## config.mk

```make
export PLATFORM = sky130hd
export DESIGN_NAME = sorted_priority_queue_top
export DESIGN_NICKNAME = d
export VERILOG_FILES = /design/src/rtl/core/spq_pkg.sv /design/src/rtl/core/spq_ctrl.sv /design/src/rtl/core/spq_datapath.sv /design/src/rtl/core/sorted_priority_queue_top.sv
export SDC_FILE = /design/constraint.sdc
export NUM_CORES = 2
export LEC_CHECK = 0
export ABC_AREA = 1
export BUFFER_PORTS_ARGS = -buffer_cell sky130_fd_sc_hd__buf_4
export CORE_MARGIN = 8
export CORE_UTILIZATION = 45
export CTS_CLUSTER_DIAMETER = 40
export CTS_CLUSTER_SIZE = 12
export DETAILED_ROUTE_END_ITERATION = 6
export GPL_TIMING_DRIVEN = 0
export PLACE_DENSITY_LB_ADDON = 0.05
export SLEW_MARGIN = 20
export SYNTH_ARGS = -nofsm -noshare
export SYNTH_HDL_FRONTEND = slang
export SYNTH_SLANG_ARGS = --single-unit
```

## constraint.sdc

```tcl
create_clock -name clk -period 5.4 [get_ports clk]
set_clock_uncertainty 0.05 [all_clocks]
set_input_delay 0.81 -clock clk [delete_from_list [all_inputs] [get_ports clk]]
set_output_delay 0.81 -clock clk [all_outputs]
set_load 0.1 [all_outputs]
```

## src/rtl/core/spq_pkg.sv

```systemverilog
// Package for the sorted priority queue: shared types, codes and defaults.
// Used by spq_ctrl, spq_datapath and sorted_priority_queue_top.
// Depends on nothing.
`default_nettype none
package spq_pkg;

  localparam int QUEUE_DEPTH_DEF = 16;
  localparam int DATA_W          = 32;
  localparam int STATUS_W        = 2;
  localparam int COUNT_OUT_W     = 5;

  typedef enum logic {
    OP_INSERT = 1'b0,
    OP_POP    = 1'b1
  } opcode_t;

  typedef enum logic [STATUS_W-1:0] {
    STAT_OK    = 2'd0,
    STAT_FULL  = 2'd1,
    STAT_EMPTY = 2'd2
  } status_t;

  // What the datapath is to do with the item that is accepted this cycle.
  typedef enum logic [1:0] {
    ACT_INSERT    = 2'd0,
    ACT_POP       = 2'd1,
    ACT_DROP_FULL = 2'd2,
    ACT_POP_EMPTY = 2'd3
  } action_t;

  typedef struct packed {
    logic    exec;
    action_t act;
  } dp_cmd_t;

  typedef struct packed {
    logic full;
    logic empty;
  } dp_stat_t;

endpackage
`default_nettype wire

```

## src/rtl/core/spq_ctrl.sv

```systemverilog
// Controller of the sorted priority queue: handshake state machine.
// Issues commands to spq_datapath from its status; uses spq_pkg.
`default_nettype none
module spq_ctrl (
  input  wire              clk,
  input  wire              rst_n,
  input  wire              in_valid,
  output logic             in_ready,
  input  wire              in_opcode,
  output logic             out_valid,
  input  wire              out_ready,
  input  spq_pkg::dp_stat_t dp_stat,
  output spq_pkg::dp_cmd_t  dp_cmd
);
  import spq_pkg::*;

  typedef enum logic [1:0] {
    S_IDLE = 2'b01,
    S_HOLD = 2'b10
  } state_t;

  state_t state_r, state_nxt;
  logic   accept;

  // A waiting result does not block the input: the next item may enter in
  // the cycle that the result is taken.
  assign in_ready  = (state_r == S_IDLE) || out_ready;
  assign out_valid = (state_r == S_HOLD);
  assign accept    = in_valid && in_ready;

  always_comb begin
    dp_cmd.exec = accept;
    if (in_opcode == OP_POP) begin
      dp_cmd.act = dp_stat.empty ? ACT_POP_EMPTY : ACT_POP;
    end else begin
      dp_cmd.act = dp_stat.full ? ACT_DROP_FULL : ACT_INSERT;
    end
  end

  always_comb begin
    state_nxt = state_r;
    unique case (state_r)
      S_IDLE: begin
        if (accept) state_nxt = S_HOLD;
      end
      S_HOLD: begin
        if (out_ready && !accept) state_nxt = S_IDLE;
      end
      default: state_nxt = S_IDLE;
    endcase
  end

  always_ff @(posedge clk) begin
    if (!rst_n) begin
      state_r <= S_IDLE;
    end else begin
      state_r <= state_nxt;
    end
  end

endmodule
`default_nettype wire

```

## src/rtl/core/spq_datapath.sv

```systemverilog
// Datapath of the sorted priority queue: a chain of sorted entry cells,
// the fill count and the result registers. Driven by spq_ctrl; uses spq_pkg.
`default_nettype none
module spq_datapath #(
  parameter int QUEUE_DEPTH = spq_pkg::QUEUE_DEPTH_DEF
) (
  input  wire                                 clk,
  input  wire                                 rst_n,
  input  spq_pkg::dp_cmd_t                    dp_cmd,
  output spq_pkg::dp_stat_t                   dp_stat,
  input  wire signed [spq_pkg::DATA_W-1:0]    in_value,
  output logic signed [spq_pkg::DATA_W-1:0]   out_popped_value,
  output logic [spq_pkg::STATUS_W-1:0]        out_status,
  output logic                                out_now_empty,
  output logic [spq_pkg::COUNT_OUT_W-1:0]     out_entry_count
);
  import spq_pkg::*;

  localparam int CNT_W = $clog2(QUEUE_DEPTH + 1);

  logic signed [DATA_W-1:0] entries_r [QUEUE_DEPTH];
  logic signed [DATA_W-1:0] entries_nxt [QUEUE_DEPTH];
  logic [QUEUE_DEPTH-1:0]   below;
  logic [CNT_W-1:0]         count_r, count_nxt;
  logic signed [DATA_W-1:0] popped_r;
  status_t                  status_r;
  logic [CNT_W+COUNT_OUT_W-1:0] count_ext;

  assign dp_stat.full  = (count_r == CNT_W'(QUEUE_DEPTH));
  assign dp_stat.empty = (count_r == '0);

  // Each cell compares its own entry with the new value; the entries are
  // ascending, so the cells below the value form a prefix of the chain.
  always_comb begin
    for (int i = 0; i < QUEUE_DEPTH; i++) begin
      below[i] = (CNT_W'(i) < count_r) && (entries_r[i] < in_value);
    end
  end

  always_comb begin
    count_nxt = count_r;
    for (int i = 0; i < QUEUE_DEPTH; i++) begin
      entries_nxt[i] = entries_r[i];
    end
    case (dp_cmd.act)
      ACT_INSERT: begin
        count_nxt = count_r + CNT_W'(1);
        if (!below[0]) begin
          entries_nxt[0] = in_value;
        end
        for (int i = 1; i < QUEUE_DEPTH; i++) begin
          if (!below[i]) begin
            if (below[i-1]) begin
              entries_nxt[i] = in_value;
            end else begin
              entries_nxt[i] = entries_r[i-1];
            end
          end
        end
      end
      ACT_POP: begin
        count_nxt = count_r - CNT_W'(1);
        for (int i = 0; i < QUEUE_DEPTH - 1; i++) begin
          entries_nxt[i] = entries_r[i+1];
        end
      end
      default: begin
      end
    endcase
  end

  always_ff @(posedge clk) begin
    if (dp_cmd.exec) begin
      for (int i = 0; i < QUEUE_DEPTH; i++) begin
        entries_r[i] <= entries_nxt[i];
      end
      popped_r <= (dp_cmd.act == ACT_POP) ? entries_r[0] : '0;
      case (dp_cmd.act)
        ACT_DROP_FULL: status_r <= STAT_FULL;
        ACT_POP_EMPTY: status_r <= STAT_EMPTY;
        default:       status_r <= STAT_OK;
      endcase
    end
  end

  always_ff @(posedge clk) begin
    if (!rst_n) begin
      count_r <= '0;
    end else if (dp_cmd.exec) begin
      count_r <= count_nxt;
    end
  end

  // The count only changes with a new result, so it can be shown directly.
  assign count_ext        = {{COUNT_OUT_W{1'b0}}, count_r};
  assign out_popped_value = popped_r;
  assign out_status       = status_r;
  assign out_now_empty    = (count_r == '0);
  assign out_entry_count  = count_ext[COUNT_OUT_W-1:0];

endmodule
`default_nettype wire

```

## src/rtl/core/sorted_priority_queue_top.sv

```systemverilog
// Top level of the sorted priority queue: joins spq_ctrl and spq_datapath.
// Uses spq_pkg.
`default_nettype none
// A bounded ascending queue of signed 32-bit values held in a chain of
// QUEUE_DEPTH register cells. Each item is an insert (opcode 0), which places
// the value ahead of any equal entries, or a pop (opcode 1), which returns the
// smallest entry; every item gives exactly one result with the popped value,
// a status (ok, insert dropped because full, pop on empty), an empty flag and
// the entry count after the step. An item is executed in the cycle that it is
// accepted, since every cell makes its own compare and shift decision in
// parallel; its result appears in the next cycle from the result register,
// and a new item is accepted in the same cycle that a waiting result is taken,
// so the block sustains one item per cycle when the output is not stalled.
module sorted_priority_queue_top #(
  parameter int QUEUE_DEPTH = spq_pkg::QUEUE_DEPTH_DEF
) (
  input  wire                                 clk,
  input  wire                                 rst_n,
  input  wire                                 in_valid,
  output logic                                in_ready,
  input  wire                                 in_opcode,
  input  wire signed [spq_pkg::DATA_W-1:0]    in_value,
  output logic                                out_valid,
  input  wire                                 out_ready,
  output logic signed [spq_pkg::DATA_W-1:0]   out_popped_value,
  output logic [spq_pkg::STATUS_W-1:0]        out_status,
  output logic                                out_now_empty,
  output logic [spq_pkg::COUNT_OUT_W-1:0]     out_entry_count
);
  import spq_pkg::*;

  dp_cmd_t  dp_cmd;
  dp_stat_t dp_stat;

  spq_ctrl u_ctrl (
    .clk       (clk),
    .rst_n     (rst_n),
    .in_valid  (in_valid),
    .in_ready  (in_ready),
    .in_opcode (in_opcode),
    .out_valid (out_valid),
    .out_ready (out_ready),
    .dp_stat   (dp_stat),
    .dp_cmd    (dp_cmd)
  );

  spq_datapath #(
    .QUEUE_DEPTH (QUEUE_DEPTH)
  ) u_datapath (
    .clk              (clk),
    .rst_n            (rst_n),
    .dp_cmd           (dp_cmd),
    .dp_stat          (dp_stat),
    .in_value         (in_value),
    .out_popped_value (out_popped_value),
    .out_status       (out_status),
    .out_now_empty    (out_now_empty),
    .out_entry_count  (out_entry_count)
  );

endmodule
`default_nettype wire
```

==> flow_metrics.env <==
export IMPL_synth_nets=6077
export IMPL_grtUsageMet3_pct=8.22
export IMPL_vias=40400
export IMPL_syn_area_per_cell_um2=7.66
export IMPL_final_cell_count_no_fill=7123
export IMPL_path_clk_slew_ns=0.05
export IMPL_dp_hpwl_mm=128
export IMPL_ant_nets=0
export IMPL_wire_per_inst_um=22.7
export IMPL_grtUsageTotal_pct=30.0
export IMPL_syn_area_um2=42400
export IMPL_p_int_mw=14.3
export IMPL_switching_share_pct=41.5
export IMPL_slowest_delay_ns=1.10
export IMPL_synth_common_cells="nand2_1, inv_1, edfxtp_1, nand3_1, ha_1"
export IMPL_final_period_utilization_pct=90.4
export IMPL_clk_latency_ns=0.70
export IMPL_grt_max_degree=35
export IMPL_crit_chain="inv_1, ha_1, nand3_1, nand2_1, nor2_2, nor2_2, inv_2, buf_2, o21ai_1, inv_2"
export IMPL_synth_most_common_cell="nand2_1"
export IMPL_seqCellArea_um2=16500
export IMPL_route_detailed_drc=1
export IMPL_synth_seq_area_share_pct=39.0
export IMPL_dp_cells=6906
export IMPL_drt_wl_total_mm=162
export IMPL_fp_row_count=112
export IMPL_ys_flop_type="edfxtp_1"
export IMPL_rr_startpoint="u_datapath.out_entry_count[0]"
export IMPL_cp_max_fo=32
export IMPL_r2r_slack_ns=0.52
export IMPL_grt_pass1_wl_mm=236
export IMPL_finalSetupViolations=0
export IMPL_crit_path_start_kind="register"
export IMPL_final_min_clock_period_ns=4.88
export IMPL_first_pass_iters=7
export IMPL_holdCritPathClass="in2reg"
export IMPL_vdd_drop_max_v=0.000324
export IMPL_die_area_um2=104000
export IMPL_violations="design-rule violations"
export IMPL_p_leak_nw=24.3
export IMPL_power_switching_mw=10.1
export IMPL_cts_sinks=553
export IMPL_max_clock_freq_ghz=0.205
export IMPL_power_frac_seq_pct=30.8
export IMPL_async_flop_share_pct=0
export IMPL_synth_top_area_cell="edfxtp_1"
export IMPL_final_max_slew_violation_count=0
export IMPL_setup_slack_ns=0.516
export IMPL_clock_root_buffer="clkbuf_16"
export IMPL_synth_edf_count=546
export IMPL_nets=6303
export IMPL_reg2reg_to="u_datapath.entries_r[1][9]"
export IMPL_synth_area_leaders="edfxtp_1, nand2_1, ha_1, nand4_1, nand3_1"
export IMPL_busiest_layer="met2"
export IMPL_die_x_um=323
export IMPL_power_mw=24.4
export IMPL_nFillCells=9266
export IMPL_synth_warnings=0
export IMPL_hold_ws_ns=0.372
export IMPL_grt_pass1_vias=39100
export IMPL_cts_max_path_buffers=3
export IMPL_antenna_found_initial=10
export IMPL_core_um2=93300
export IMPL_synth_top_area_share_pct=38.6
export IMPL_start_util_pct=45.5
export IMPL_io_buffer_count=77
export IMPL_pwr_share_comb_pct=38.2
export IMPL_synth_seq_cells=553
export IMPL_cp_required_ns=5.67
export IMPL_grt_setup_unrepaired="false"
export IMPL_relSlewSlack_pct=26.3
export IMPL_io_pins=79
export IMPL_globalRouteOverflowTotal=0
export IMPL_syn_to_final_growth_pct=16.8
export IMPL_fp_dieH_um=323
export IMPL_crit_type="reg2reg"
export IMPL_use_met2_pct=50.5
export IMPL_clock_power_share_pct=31.0
export IMPL_slowest_stage="nor2_2"
export IMPL_end_kind="register"
export IMPL_drive_gt1_share_pct=9.24
export IMPL_post_route_util_pct=53.1
export IMPL_worstMarginPinSlew_ns=1.10
export IMPL_cts_buffers=113
export IMPL_drt_vias_per_instance=5.68
export IMPL_syn_inst=5541
export IMPL_cts_hold_buf=0
export IMPL_rr_worst_depth=10
export IMPL_multi_input_area_um2=22100
export IMPL_grt_use_met1_pct=36.5
export IMPL_p_per_area_nw_per_um2=492
export IMPL_dp_slack_ns=0.323
export IMPL_drt_iter0_drc=4455
export IMPL_startpoint="u_datapath.out_entry_count[0]"
export IMPL_cts_tree="yes"
export IMPL_crit_arrival_ns=5.16
export IMPL_status="finished with violations"
export IMPL_finalHoldViolations=0
export IMPL_htreeDepth=3
export IMPL_globalplace_congestion=0.924
export IMPL_maxCapViolations=0
export IMPL_cts_resized=0
export IMPL_cts_setup_buffers=0
export IMPL_endpoint="u_datapath.entries_r[1][9]"
export IMPL_synth_cell_types=35
-- power groups by stage --
stage | logic (mW) | registers, mW | clock network [mW]
after floorplan | 6.12 | 7.35 | 0
after global placement | 8.77 | 7.57 | 0
after detailed placement | 9.10 | 7.55 | 0
after CTS | 9.15 | 7.48 | 7.60
after global routing | 10.4 | 7.58 | 7.78
final | 9.30 | 7.50 | 7.56
-- critical path, delay by kind of cell (launching register included) --
family / cells / cell delay (ns)
buffers and inverters: 4 / 1.27
adders and majority gates: 1 / 0.27
AOI/OAI and AO/OA: 1 / 0.14
DFF: 1 / 0.53
and+or+nand+nor: 4 / 2.20
-- worst min path at each step --
stage / from / to / cells past startpoint
3_5_place_dp: u_datapath.entries_r[15][11] / u_datapath.entries_r[14][11] / 2
3_3_place_gp: u_datapath.entries_r[15][19] / u_datapath.entries_r[14][19] / 2
6_report: in_opcode / u_datapath.out_status[0] / 2
2_1_floorplan: u_datapath.entries_r[15][0] / u_datapath.entries_r[14][0] / 2
5_1_grt: in_opcode / u_datapath.out_status[0] / 2
4_1_cts: in_opcode / u_datapath.out_status[0] / 2
-- through the flow --
| stage | setup TNS (ns) | instance area, um^2 |
|---|---|---|
| after floorplan | 0 | 42400 |
| after global placement | -628.22 | 44600 |
| after detailed placement | 0 | 45500 |
| after CTS | 0 | 49500 |
| after global routing | 0 | 49500 |
| final | 0 | 49600 |
-- cell families after synthesis --
family	synth area share [%]
XOR/XNOR	0.0206
AND/OR/NAND/NOR	32.3
buffers and inverters	9.03
adder cells (fa/ha/maj)	14.7
AO/OA/AOI/OAI	4.93
flip-flops	39.0
-- registers in the layout, summed over array words and instances, names as in the netlist --
register	cells
u_datapath.entries_r	512
u_datapath.out_popped_value	32
u_datapath.out_entry_count	5
u_ctrl.state_r	2
u_datapath.out_status	2
-- cell usage in the layout (no fill, tap or decap), types with 16 or more instances in the layout --
master     count
o21ai_0      122
edfxtp_1     546
buf_16        20
nor2_1       179
inv_6         16
inv_2         17
o21ai_1       25
nand3_1      514
clkbuf_16    114
buf_2        137
nand2_1     1893
a21oi_1      241
clkbuf_2      32
nor3_1        31
bufinv_16     22
clkbuf_1     138
ha_1         499
inv_1        620
buf_4         87
nand4_1      467
-- routing by layer --
| metal | part of all wire, % | up-vias |
|---|---|---|
| li1 | - | 19300 |
| met1 | 40 | 19100 |
| met2 | 47 | 1586 |
| met3 | 8.8 | 445 |
| met4 | 4.1 | 22 |
| met5 | 0.19 | - |
-- layout make-up --
class	count	share of cell area, %
multi-input combinational	4031	44.6
sequential	553	33.4
clock buffer	132	5.91
inverter	637	4.83
tap	1254	3.17
buffer	320	3.00
timing repair buffer	111	2.84
clock inverter	83	2.29
antenna	2	0.0101
Note: power is estimated with default switching activity, not from simulation.
